`src/design/msp_pkg.sv`:
```
// ----------------------------------------------------------------------------
// msp_pkg
// Shared types and constants of the matrix saddle point finder.
// ----------------------------------------------------------------------------
package msp_pkg;

    localparam int MAX_DIM_DEF     = 8;
    localparam int VALUE_WIDTH_DEF = 32;

    localparam int IN_VALUE_W  = 32;   // element_value field
    localparam int OUT_VALUE_W = 32;   // saddle_value field
    localparam int POS_W       = 3;    // saddle_row / saddle_column fields
    localparam int CFG_W       = 4;    // row_count / column_count registers
    localparam int CFG_IDX_W   = 2;

    localparam int IN_TDATA_W  = 32;
    localparam int OUT_TDATA_W = 40;   // 32 + 3 + 3 = 38, padded to 5 bytes

    localparam logic [CFG_IDX_W-1:0] REG_ROW_COUNT = CFG_IDX_W'(0);
    localparam logic [CFG_IDX_W-1:0] REG_COL_COUNT = CFG_IDX_W'(1);

    localparam logic [CFG_W-1:0] DIM_RESET = CFG_W'(8);

    typedef enum logic [2:0] {
        ST_LOAD,
        ST_ROW,
        ST_COL,
        ST_DRAIN,
        ST_EMIT,
        ST_FINISH
    } t_state;

    typedef struct packed {
        logic lt;
        logic eq;
    } t_cmp_res;

endpackage

```
`src/design/msp_cmp.sv`:
```
// ----------------------------------------------------------------------------
// msp_cmp
// Shared signed compare unit: less-than and equality of two operands.
// ----------------------------------------------------------------------------
module msp_cmp
    import msp_pkg::*;
#(
    parameter int VALUE_WIDTH = VALUE_WIDTH_DEF
) (
    input  logic signed [VALUE_WIDTH-1:0] i_a,
    input  logic signed [VALUE_WIDTH-1:0] i_b,
    output t_cmp_res                      o_res
);

    always_comb begin
        o_res.lt = (i_a < i_b);
        o_res.eq = (i_a == i_b);
    end

endmodule

```
`src/design/matrix_saddle_point_finder.sv`:
```
// Flow: R*C beats load, one per cycle; the last one starts a row pass, a column
//   pass, a drain step, a check pass (stalled while a saddle is blocked) and a
//   finish step. The next matrix waits until the last beat is in the output
//   register; the single read port of the element memory and the one shared
//   compare unit set the pace. No input is taken during the scan.
// Sync active-low reset: dims back to 8x8, FSM to load.
// ----------------------------------------------------------------------------
// matrix_saddle_point_finder
// Loads a matrix row-major, finds row maxima and column minima, then reports
// every saddle element in row-major order (or one not-found beat).
// ----------------------------------------------------------------------------
module matrix_saddle_point_finder
    import msp_pkg::*;
#(
    parameter int MAX_DIM     = MAX_DIM_DEF,
    parameter int VALUE_WIDTH = VALUE_WIDTH_DEF
) (
    input  logic                   i_clk,
    input  logic                   i_rst_n,
    // config write channel
    input  logic                   i_cfg_valid,
    output logic                   o_cfg_ready,
    input  logic [CFG_IDX_W-1:0]   i_cfg_index,
    input  logic [CFG_W-1:0]       i_cfg_data,
    // input stream
    input  logic                   s_axis_tvalid,
    output logic                   s_axis_tready,
    input  logic [IN_TDATA_W-1:0]  s_axis_tdata,   // [31:0] element_value
    // result stream
    output logic                   m_axis_tvalid,
    input  logic                   m_axis_tready,
    output logic [OUT_TDATA_W-1:0] m_axis_tdata,   // [31:0] saddle_value,
                                                   // [34:32] saddle_row,
                                                   // [37:35] saddle_column
    output logic                   m_axis_tuser,   // [0] found
    output logic                   m_axis_tlast    // last_result
);

    localparam int IDX_W  = (MAX_DIM > 1) ? $clog2(MAX_DIM) : 1;
    localparam int DEPTH  = MAX_DIM * MAX_DIM;
    localparam int ADDR_W = (DEPTH > 1) ? $clog2(DEPTH) : 1;
    localparam int CNT_W  = $clog2(MAX_DIM + 1);
    localparam int TOT_W  = $clog2(DEPTH + 1);

    // ---------------- configuration ----------------
    logic [CFG_W-1:0] r_row_count, r_col_count;
    logic [CNT_W-1:0] rows_c, cols_c;
    logic [TOT_W-1:0] total;
    logic [IDX_W-1:0] rmax, cmax;

    assign o_cfg_ready = 1'b1;

    always_ff @(posedge i_clk) begin
        if (!i_rst_n) begin
            r_row_count <= DIM_RESET;
            r_col_count <= DIM_RESET;
        end else if (i_cfg_valid) begin
            if (i_cfg_index == REG_ROW_COUNT) begin
                r_row_count <= i_cfg_data;
            end else if (i_cfg_index == REG_COL_COUNT) begin
                r_col_count <= i_cfg_data;
            end
        end
    end

    // zero acts as one, anything above MAX_DIM as MAX_DIM
    always_comb begin
        if (r_row_count == '0) begin
            rows_c = CNT_W'(1);
        end else if (r_row_count > CFG_W'(MAX_DIM)) begin
            rows_c = CNT_W'(MAX_DIM);
        end else begin
            rows_c = CNT_W'(r_row_count);
        end
        if (r_col_count == '0) begin
            cols_c = CNT_W'(1);
        end else if (r_col_count > CFG_W'(MAX_DIM)) begin
            cols_c = CNT_W'(MAX_DIM);
        end else begin
            cols_c = CNT_W'(r_col_count);
        end
        total = TOT_W'(TOT_W'(rows_c) * TOT_W'(cols_c));
        rmax  = IDX_W'(rows_c - CNT_W'(1));
        cmax  = IDX_W'(cols_c - CNT_W'(1));
    end

    // ---------------- state ----------------
    t_state r_state, n_state;

    logic [ADDR_W-1:0] r_load_cnt;
    logic [IDX_W-1:0]  r_i, r_j, n_i, n_j;

    logic signed [VALUE_WIDTH-1:0] r_store [DEPTH];
    logic signed [VALUE_WIDTH-1:0] r_row_max [MAX_DIM];
    logic signed [VALUE_WIDTH-1:0] r_col_min [MAX_DIM];

    // read pipeline
    logic                          r_rd_valid, r_rd_first, r_rd_last, r_rd_col;
    logic [IDX_W-1:0]              r_rd_line;
    logic signed [VALUE_WIDTH-1:0] r_rd_data;
    logic signed [VALUE_WIDTH-1:0] r_acc, acc_new;

    // pending saddle and output register
    logic                          r_pend_valid;
    logic signed [OUT_VALUE_W-1:0] r_pend_val;
    logic [POS_W-1:0]              r_pend_row, r_pend_col;
    logic                          r_out_valid, r_out_found, r_out_last;
    logic signed [OUT_VALUE_W-1:0] r_out_val;
    logic [POS_W-1:0]              r_out_row, r_out_col;

    // control
    logic                          in_accept, load_end, at_end;
    logic                          issue, issue_col, issue_first, issue_last;
    logic [IDX_W-1:0]              issue_line;
    logic [ADDR_W-1:0]             rd_addr;
    logic                          out_busy, hit, step_ok, push_mid, capture, finish_load;
    logic signed [IN_VALUE_W-1:0]  in_elem;
    logic signed [VALUE_WIDTH-1:0] in_val, emit_val, cmp_a, cmp_b;
    t_cmp_res                      cmp;

    assign in_elem   = s_axis_tdata[IN_VALUE_W-1:0];
    assign in_val    = VALUE_WIDTH'(in_elem);
    assign in_accept = s_axis_tvalid && s_axis_tready;
    assign load_end  = ((TOT_W+1)'(r_load_cnt) + (TOT_W+1)'(1)) >= (TOT_W+1)'(total);
    assign at_end    = (r_i == rmax) && (r_j == cmax);
    assign rd_addr   = ADDR_W'(ADDR_W'(r_i) * ADDR_W'(cols_c) + ADDR_W'(r_j));
    assign emit_val  = r_row_max[r_i];
    assign out_busy  = r_out_valid && !m_axis_tready;

    // ---------------- shared compare unit ----------------
    always_comb begin
        if (r_state == ST_EMIT) begin
            // col_min <= element <= row_max, so equality of the two marks a saddle
            cmp_a = r_col_min[r_j];
            cmp_b = emit_val;
        end else if (r_rd_col) begin
            cmp_a = r_rd_data;
            cmp_b = r_acc;
        end else begin
            cmp_a = r_acc;
            cmp_b = r_rd_data;
        end
    end

    msp_cmp #(
        .VALUE_WIDTH (VALUE_WIDTH)
    ) u_cmp (
        .i_a   (cmp_a),
        .i_b   (cmp_b),
        .o_res (cmp)
    );

    always_comb begin
        if (r_rd_first || cmp.lt) begin
            acc_new = r_rd_data;
        end else begin
            acc_new = r_acc;
        end
    end

    assign hit         = (r_state == ST_EMIT) && cmp.eq;
    assign step_ok     = !(hit && r_pend_valid && out_busy);
    assign push_mid    = hit && r_pend_valid && !out_busy;
    assign capture     = hit && step_ok;
    assign finish_load = (r_state == ST_FINISH) && !out_busy;

    // ---------------- next state ----------------
    always_comb begin
        n_state = r_state;
        unique case (r_state)
            ST_LOAD:   if (in_accept && load_end) n_state = ST_ROW;
            ST_ROW:    if (at_end) n_state = ST_COL;
            ST_COL:    if (at_end) n_state = ST_DRAIN;
            ST_DRAIN:  n_state = ST_EMIT;
            ST_EMIT:   if (step_ok && at_end) n_state = ST_FINISH;
            ST_FINISH: if (!out_busy) n_state = ST_LOAD;
            default:   n_state = ST_LOAD;
        endcase
    end

    // ---------------- sequencer outputs ----------------
    always_comb begin
        s_axis_tready = 1'b0;
        issue         = 1'b0;
        issue_col     = 1'b0;
        issue_first   = 1'b0;
        issue_last    = 1'b0;
        issue_line    = r_i;
        n_i           = r_i;
        n_j           = r_j;
        unique case (r_state)
            ST_LOAD: begin
                s_axis_tready = 1'b1;
                n_i           = '0;
                n_j           = '0;
            end
            ST_ROW: begin
                issue       = 1'b1;
                issue_first = (r_j == '0);
                issue_last  = (r_j == cmax);
                issue_line  = r_i;
                if (at_end) begin
                    n_i = '0;
                    n_j = '0;
                end else if (r_j == cmax) begin
                    n_i = r_i + IDX_W'(1);
                    n_j = '0;
                end else begin
                    n_j = r_j + IDX_W'(1);
                end
            end
            ST_COL: begin
                issue       = 1'b1;
                issue_col   = 1'b1;
                issue_first = (r_i == '0);
                issue_last  = (r_i == rmax);
                issue_line  = r_j;
                if (at_end) begin
                    n_i = '0;
                    n_j = '0;
                end else if (r_i == rmax) begin
                    n_j = r_j + IDX_W'(1);
                    n_i = '0;
                end else begin
                    n_i = r_i + IDX_W'(1);
                end
            end
            ST_EMIT: begin
                if (step_ok) begin
                    if (at_end) begin
                        n_i = '0;
                        n_j = '0;
                    end else if (r_j == cmax) begin
                        n_i = r_i + IDX_W'(1);
                        n_j = '0;
                    end else begin
                        n_j = r_j + IDX_W'(1);
                    end
                end
            end
            ST_DRAIN, ST_FINISH: begin
                n_i = '0;
                n_j = '0;
            end
            default: begin
                n_i = '0;
                n_j = '0;
            end
        endcase
    end

    // ---------------- registers ----------------
    always_ff @(posedge i_clk) begin
        if (!i_rst_n) begin
            r_state    <= ST_LOAD;
            r_load_cnt <= '0;
            r_i        <= '0;
            r_j        <= '0;
            r_rd_valid <= 1'b0;
        end else begin
            r_state    <= n_state;
            r_i        <= n_i;
            r_j        <= n_j;
            r_rd_valid <= issue;
            if (in_accept) begin
                r_load_cnt <= load_end ? '0 : r_load_cnt + ADDR_W'(1);
            end
        end
    end

    // element memory: one write port, one registered read port
    always_ff @(posedge i_clk) begin
        if (in_accept) begin
            r_store[r_load_cnt] <= in_val;
        end
    end

    always_ff @(posedge i_clk) begin
        r_rd_data <= r_store[rd_addr];
    end

    always_ff @(posedge i_clk) begin
        r_rd_first <= issue_first;
        r_rd_last  <= issue_last;
        r_rd_col   <= issue_col;
        r_rd_line  <= issue_line;
        if (r_rd_valid) begin
            r_acc <= acc_new;
            if (r_rd_last) begin
                if (r_rd_col) begin
                    r_col_min[r_rd_line] <= acc_new;
                end else begin
                    r_row_max[r_rd_line] <= acc_new;
                end
            end
        end
    end

    // pending saddle is held back until it is known whether another follows
    always_ff @(posedge i_clk) begin
        if (!i_rst_n) begin
            r_pend_valid <= 1'b0;
        end else if (capture) begin
            r_pend_valid <= 1'b1;
        end else if (finish_load) begin
            r_pend_valid <= 1'b0;
        end
    end

    always_ff @(posedge i_clk) begin
        if (capture) begin
            r_pend_val <= OUT_VALUE_W'(emit_val);
            r_pend_row <= POS_W'(r_i);
            r_pend_col <= POS_W'(r_j);
        end
    end

    always_ff @(posedge i_clk) begin
        if (!i_rst_n) begin
            r_out_valid <= 1'b0;
        end else if (push_mid || finish_load) begin
            r_out_valid <= 1'b1;
        end else if (m_axis_tready) begin
            r_out_valid <= 1'b0;
        end
    end

    always_ff @(posedge i_clk) begin
        if (push_mid) begin
            r_out_val   <= r_pend_val;
            r_out_row   <= r_pend_row;
            r_out_col   <= r_pend_col;
            r_out_found <= 1'b1;
            r_out_last  <= 1'b0;
        end else if (finish_load) begin
            r_out_last <= 1'b1;
            if (r_pend_valid) begin
                r_out_val   <= r_pend_val;
                r_out_row   <= r_pend_row;
                r_out_col   <= r_pend_col;
                r_out_found <= 1'b1;
            end else begin
                r_out_val   <= '0;
                r_out_row   <= '0;
                r_out_col   <= '0;
                r_out_found <= 1'b0;
            end
        end
    end

    assign m_axis_tvalid = r_out_valid;
    assign m_axis_tdata  = {(OUT_TDATA_W - OUT_VALUE_W - 2*POS_W)'(0),
                            r_out_col, r_out_row, r_out_val};
    assign m_axis_tuser  = r_out_found;
    assign m_axis_tlast  = r_out_last;

    // ---------------- assertions ----------------
    a_finish_returns: assert property (@(posedge i_clk) disable iff (!i_rst_n)
        finish_load |=> (r_state == ST_LOAD) && m_axis_tvalid && m_axis_tlast)
        else $error("finish did not deliver a last beat");

    a_notfound_last: assert property (@(posedge i_clk) disable iff (!i_rst_n)
        (m_axis_tvalid && !m_axis_tuser) |-> m_axis_tlast)
        else $error("not-found beat without last");

    a_read_in_scan: assert property (@(posedge i_clk) disable iff (!i_rst_n)
        r_rd_valid |-> (r_state == ST_ROW || r_state == ST_COL || r_state == ST_DRAIN))
        else $error("memory read data outside the scan");

    a_emit_stall: assert property (@(posedge i_clk) disable iff (!i_rst_n)
        (hit && r_pend_valid && out_busy) |=> $stable(r_i) && $stable(r_j))
        else $error("check advanced while a saddle was blocked");

endmodule
```
`config.mk`:
```
export PLATFORM = sky130hd
export DESIGN_NAME = matrix_saddle_point_finder
export DESIGN_NICKNAME = d
export VERILOG_FILES = /design/src/design/msp_pkg.sv /design/src/design/msp_cmp.sv /design/src/design/matrix_saddle_point_finder.sv
export SDC_FILE = /design/constraint.sdc
export NUM_CORES = 2
export LEC_CHECK = 0
export BUFFER_PORTS_ARGS = -buffer_cell sky130_fd_sc_hd__buf_2
export CAP_MARGIN = 30
export CORE_MARGIN = 1.5
export CORE_UTILIZATION = 40
export DETAILED_ROUTE_END_ITERATION = 8
export SYNTH_ARGS = -nofsm -noshare
export SYNTH_HDL_FRONTEND = slang
export SYNTH_SLANG_ARGS = --single-unit
export TNS_END_PERCENT = 100
```
`constraint.sdc`:
```
create_clock -name i_clk -period 5.09 [get_ports i_clk]
set_input_delay 0.509 -clock i_clk [delete_from_list [all_inputs] [get_ports i_clk]]
set_output_delay 0.509 -clock i_clk [all_outputs]
set_load 0.01 [all_outputs]
```
# Yosys cells after proc, flatten, opt, wreduce, memory -nomap -nowiden
# Memories as Yosys holds them, arrays and structs flattened. A register that Yosys moved wholly into a read port is not among the register bits.
# Cells that the tools add are included.
classes:
  n_addsub: 7
  bitwise_logic: 1
  reduce_logical: 30
  n_mul: 2
  eq_ne: 16
  magnitude_cmp: 4
  n_mux: 62
ops:
  columns: ["cell", "n"]
  rows:
  - ["$mux 32", 8]
  - ["$mux 3", 26]
  - ["$eq 32x32->1", 1]
  - ["$lt 32x32->1", 1]
  - ["$mux 1", 18]
  - ["$pmux 3 s3", 2]
  - ["$pmux 3 s6", 1]
  - ["$mux 4", 4]
  - ["$logic_and 1x1->1", 11]
  - ["$ne 2x2->1 const B", 5]
  - ["$logic_not 3->1", 3]
  - ["$gt 4x4->1 const B", 2]
  - ["$logic_not 4->1", 2]
  - ["$add 6x1->7 const B", 1]
  - ["$ge 7x7->1", 1]
  - ["$mul 4x4->7", 1]
  - ["$add 3x1->3 const B", 2]
  - ["$add 6x1->6 const B", 1]
  - ["$add 6x3->6", 1]
  - ["$eq 3x2->1 const B", 2]
  - ["$eq 3x3->1", 2]
  - ["$eq 3x3->1 const B", 2]
  - ["$mul 3x4->6", 1]
  - ["$mux 6", 1]
  - ["other kinds (15)", 23]
totals:
  mem_bits_rw: 2560
  in_bits: 43
  reg_bits: 142
  memories: 3
mem_list:
  columns: ["memory", "depth", "word_bits", "rd", "rd_ports_with_merged_regs", "wr", "line_no", "source"]
  rows:
  - ["r_store", 64, 32, 1, 1, 1, "matrix_saddle_point_finder.sv:93", "logic signed [VALUE_WIDTH-1:0] r_store [DEPTH];"]
  - ["r_col_min", 8, 32, 1, 1, 1, "matrix_saddle_point_finder.sv:95", "logic signed [VALUE_WIDTH-1:0] r_col_min [MAX_DIM];"]
  - ["r_row_max", 8, 32, 1, 1, 1, "matrix_saddle_point_finder.sv:94", "logic signed [VALUE_WIDTH-1:0] r_row_max [MAX_DIM];"]

# Logic depth before layout (Yosys ltp)
logic_depth:
  ltp_word: 11
  depth_mapped: 20
  mapped_depth_nobuf: 19

# By module
# From an unflattened synthesis, not the netlist that was laid out.
unflattened:
  hier_cells: 4757
  hier_area_um2: 106714.8
by_module_without_submodules:
  columns: ["module", "cells_per_inst", "seq_area_each_um2", "area_per_inst_um2", "instances"]
  rows:
  - ["matrix_saddle_point_finder", 4640, 81558.2, 105857.8, 1]
  - ["msp_cmp", 117, 0.0, 857.1, 1]

# Least setup slack after synthesis
# No wires, ideal clock.
synth_timing:
  path_type: "reg2reg"
  from: "register with a tool-made name"
  to: "register r_pend_col[0] (enable)"
  t_required_ns: 4.644
  stages_incl_launch_ff: 11
  n_path_buf: 2
  setup_slack_ns: -0.484
  setup_ns: 0.446
  arrival_time_ns: 5.128
  synth_period_minus_slack_ns: 5.574
  cell_sequence: "dfxtp_1 -> clkbuf_1 -> buf_2 -> mux4_2 -> mux2_2 -> a21oi_1 -> ha_1 -> nand4_2 -> or4_4 -> or3_4 -> a21oi_1"
synth_rtl:
  columns: ["element", "line_no", "source"]
  rows:
  - ["to (signal assigned)", "matrix_saddle_point_finder.sv:314", "r_pend_col <= POS_W'(r_j);"]
  - ["to (decl)", "matrix_saddle_point_finder.sv:106", "logic [POS_W-1:0] r_pend_row, r_pend_col;"]

# Worst setup path in the final report
layout_timing:
  from: "register r_col_count[3]"
  to: "register r_rd_data[13], read port of r_store"
layout_between:
  elab_chain_cells: 5
layout_rtl:
  columns: ["element", "line_no", "source"]
  rows:
  - ["from (decl)", "matrix_saddle_point_finder.sv:46", "logic [CFG_W-1:0] r_row_count, r_col_count;"]
  - ["from (signal assigned)", "matrix_saddle_point_finder.sv:61", "r_col_count <= i_cfg_data;"]
  - ["$gt 4x4->1", "matrix_saddle_point_finder.sv:77", "end else if (r_col_count > CFG_W'(MAX_DIM)) begin"]
  - ["$mux 4", "matrix_saddle_point_finder.sv:77", null]
  - ["$mux 4 (*)", "matrix_saddle_point_finder.sv:75", "if (r_col_count == '0) begin"]
  - ["$mul 3x4->6 (*)", "matrix_saddle_point_finder.sv:126", "assign rd_addr = ADDR_W'(ADDR_W'(r_i) * ADDR_W'(cols_c) + ADDR_W'(r_j));"]
  - ["$add 6x3->6 (*)", "matrix_saddle_point_finder.sv:126", null]
  - ["to (decl)", "matrix_saddle_point_finder.sv:100", "logic signed [VALUE_WIDTH-1:0] r_rd_data;"]
# Every way passes the cells marked *; elsewhere a longest branch is shown, timed or not.
# A chain may end at the register's enable or synchronous reset.

==> summary.txt <==
Routing
  • Routed vias: approximately 55000
  • Detailed-router iteration count before antenna repair: 6
  • Wire per inst: 29.9 um
  • Final wirelength: approximately 280000 um
  • DR vias/cell: roughly 5.8
  • DR iter-0 viols: 5817
  • Antenna Nets Post-Route: 0
  • Remaining DRCs: 0

Floorplanning
  • Initial Utilization: around two fifths
  • Row cnt: 190
  • Core area: approximately 0.27 mm2
  • Die height: 523 um
  • Chip Width: between 500 and 600 um
  • Num ports: 88
  • Die ar.: 0.273 mm2

Timing
  • Final setup fails: 0
  • Slew Limit Fails: 0
  • Worst setup margin: about 0.18 ns
  • FMAX: 0.204 GHz
  • Worst-margin pin slew: approximately 1 ns
  • Final Critical Period: between 4 and 5 ns
  • Hold Vio Cnt, Final: 0
  • Max Clock Skew: between 0.06 and 0.07 ns
  • RSZ-0062 raised after global routing: no
  • Slew HR: 32.3%
  • Final Cycle Share: 96.5%

Power and ir drop
  • Static leakage power: between 0.03 and 0.04 uW
  • Sw Share: 25.5%
  • Sequential share of power: 49.0%
  • Power share of the combinational group: approximately 15%
  • Worst vdd ir: approximately 0.00033 V
  • Cell area power density: around 450 mW/mm2
  • Internal power: about 42000 uW
  • Clock share of power: between 30% and 40%
  • Switching power: 14300 uW

Layout
  • Total Nets Final: ~5800
  • Ratio of cells with drive above 1 in the final layout: ~28%
  • Final cell count without fillers: around 9500
  • Area growth from synthesis to layout: 16.1%

Global routing
  • Vias in the first global route: 54973
  • Initial antenna violation count: 14
  • Gr usage total: 20.6%
  • First-pass GRT wire length: approximately 400000 um
  • Largest net degree at the start of global routing: between 90 and 100
  • Total grt overflow: 0

Synth
  • Distinct cell type count after synthesis: 60
  • Sequential share of the synthesized area: around three quarters
  • Ys flop type: edfxtp_1
  • Synth top area cells: edfxtp_1, mux4_2, mux2i_1
  • Seq cells post-synth: between 2000 and 3000
  • Syn. warnings: 0
  • Commonest cells post-synth: edfxtp_1, mux4_2, nand2_1, clkbuf_1, mux2i_1
  • Post-synth top area cell: edfxtp_1
  • Post-Syn Area: approximately 0.11 mm2
  • Avg Synthesized Cell Area: roughly 21 um2
  • FFs w/ async S/R, synth: 0%
  • Post-synthesis instance total: between 5000 and 6000
  • Top-count cell post-synth: edfxtp_1
  • EDFF count, synth: 2668
  • Post-synth top area share: between 70% and 80%

Placed design
  • Routability cong.: about 0.8
  • Placed cell count: 8930
  • Setup slack after placement: -0.0420 ns
  • Final HPWL DP: 170000 um
  • I/O Buffers: 84

Critical path
  • CP Launch Type: flip-flop
  • CP Max Fanout: 14
  • Reg2Reg Setup Slack: roughly 0.18 ns
  • WS Path Type: flip-flop to flip-flop
  • Critical path endpoint category: flip-flop
  • Arrival time worst endpoint: ~5.7 ns
  • R2R Path Start: r_col_count[3]$_SDFFE_PN1P_
  • R2R depth: 17
  • Worst Path Required: around 5.9 ns
  • Reg-to-reg endpoint: r_rd_data[13]$_DFF_P_

CTS
  • CTS Buf Count: roughly 280
  • Worst-case clock buffer depth: 4
  • Reg clk slew, reported paths: around 0.060 ns
  • Post-CTS setup buffer count: 0
  • Clk root buf: clkbuf_16
  • TritonCTS clock tree: built
  • Sink Count: between 2000 and 3000
  • H-tree levels: 5
  • Worst skew pair latency: 0.87 ns

Worst hold path
  • Hold crit path type: input port to flip-flop
  • Hold Crit Depth: 1
  • Worst Hold Launch: s_axis_tdata[14]
  • Worst Hold Path EP: r_store[56][14]$_DFFE_PP_

Outcome
  • Outcome: complete, no violations

Job
  • MaxCap Viol Count: 0
==> critical path: stages, from the launching register on <==
cell	delay, ns
dfxtp_1	0.43
nand2b_1	0.28
nor2_1	0.11
fa_1	0.60
inv_1	0.07
fa_1	0.53
inv_1	0.06
ha_1	0.26
a21o_1	0.17
a21oi_1	0.15
buf_4	0.17
xor2_4	0.22
buf_12	0.23
buf_4	0.29
buf_4	0.25
mux2i_1	0.13
a32oi_2	0.56
and4_1	0.31
==> worst max path at each step <==
stage                                start                     end  slack [ns]  cells past startpoint
3_3_place_gp   r_col_count[3]$_SDFFE_PN1P_   r_rd_data[13]$_DFF_P_       -0.06                     17
4_1_cts        r_col_count[3]$_SDFFE_PN1P_   r_rd_data[19]$_DFF_P_        0.02                     17
3_5_place_dp   r_col_count[3]$_SDFFE_PN1P_   r_rd_data[13]$_DFF_P_       -0.04                     17
6_report       r_col_count[3]$_SDFFE_PN1P_   r_rd_data[13]$_DFF_P_        0.18                     17
5_1_grt        r_col_count[3]$_SDFFE_PN1P_   r_rd_data[19]$_DFF_P_        0.04                     17
2_1_floorplan                    flip-flop  r_out_col[0]$_DFFE_PP_        0.36                     11
==> layout by cell type, fill, tap and decap left out, types with 61 or more instances in the layout <==
cell       synthesis  final
clkbuf_16          0    290
buf_4             21    280
edfxtp_1        2668   2668
a32oi_1           84     82
ha_1              66     63
buf_2             79     85
nor2_4             0     76
mux2i_1          174    174
a21oi_1          137    132
dfxtp_1           72     63
nand2_1          267    267
clkbuf_1         179     61
buf_12             0     89
mux4_2           657    657
nor2_1           157     81
==> metal layers <==
layer	global-route usage, %	part of all wire, %	wire, um	vias up
met5	0	0.018	51	-
met4	5.92	2.9	8250	8
met3	2.97	6.5	18300	403
met2	34.1	49	138000	1988
met1	28.4	42	118000	29507
li1	-	-	-	22691
==> through the flow <==
stage                     hold WS, ns  TNS [ns]  utilization (%)  instance area, um2  total power (uW)
after floorplan                 0.403         0                -              108000             33000
after global placement          0.483   -0.0617             43.1              116000             36400
after detailed placement        0.497   -0.0420             43.3              116000             36700
after CTS                     0.00260         0             46.7              125000             56600
after global routing           0.0340         0             46.8              125000             58100
final                          0.0531         0             46.8              125000             56200
==> repair_timing <==
| action | in CTS | in global routing |
|---|---|---|
| hold buffers | 14 | 7 |
| endpoints found under the setup margin | 1 | 1 |
| endpoints found under the hold margin | 101 | 38 |
| resized for setup | 1 | 1 |
| pin swaps | 0 | 0 |
==> layout make-up <==
class,count,area (um2)
clock buffer,361,7620
timing repair buffer,478,4590
inverter,32,120
sequential,2740,81600
clock inverter,137,1190
tap,3552,4440
multi-input combinational,2156,25800
fill,22224,143000
antenna,11,27.5
==> power groups by stage <==
stage          registers (uW)  logic, uW  clock network, uW
2_1_floorplan           27600       5390                  0
3_3_place_gp            28000       8390                  0
3_5_place_dp            28000       8720                  0
4_1_cts                 27500       8750              20400
5_1_grt                 27500       9450              21200
6_report                27500       8660              20000
==> registers in the layout, summed over array words and instances (netlist names), 3 cells and up, named ones only <==
name         flops
r_store       2048
r_col_min      256
r_row_max      256
r_acc           32
r_out_val       32
r_pend_val      32
r_rd_data       32
r_load_cnt       6
r_col_count      4
r_row_count      4
r_i              3
r_j              3
r_out_col        3
r_out_row        3
r_pend_col       3
r_pend_row       3
r_rd_line        3
r_state          3
==> cells by family (layout without fill, tap and decap cells) <==
kind of cell    count (synthesis)  after routing  share of synthesized area, %
fa+ha+maj                      74             74                         0.913
xor+xnor                       24             24                         0.195
flops                        2740           2740                          75.5
other cells                     2             14                       0.00695
compound gates                419            419                          2.71
mux                           881            881                          15.8
buf+inv                       337           1008                          1.34
simple gates                  755            755                          3.50
Power figures use the tool's default switching activity.
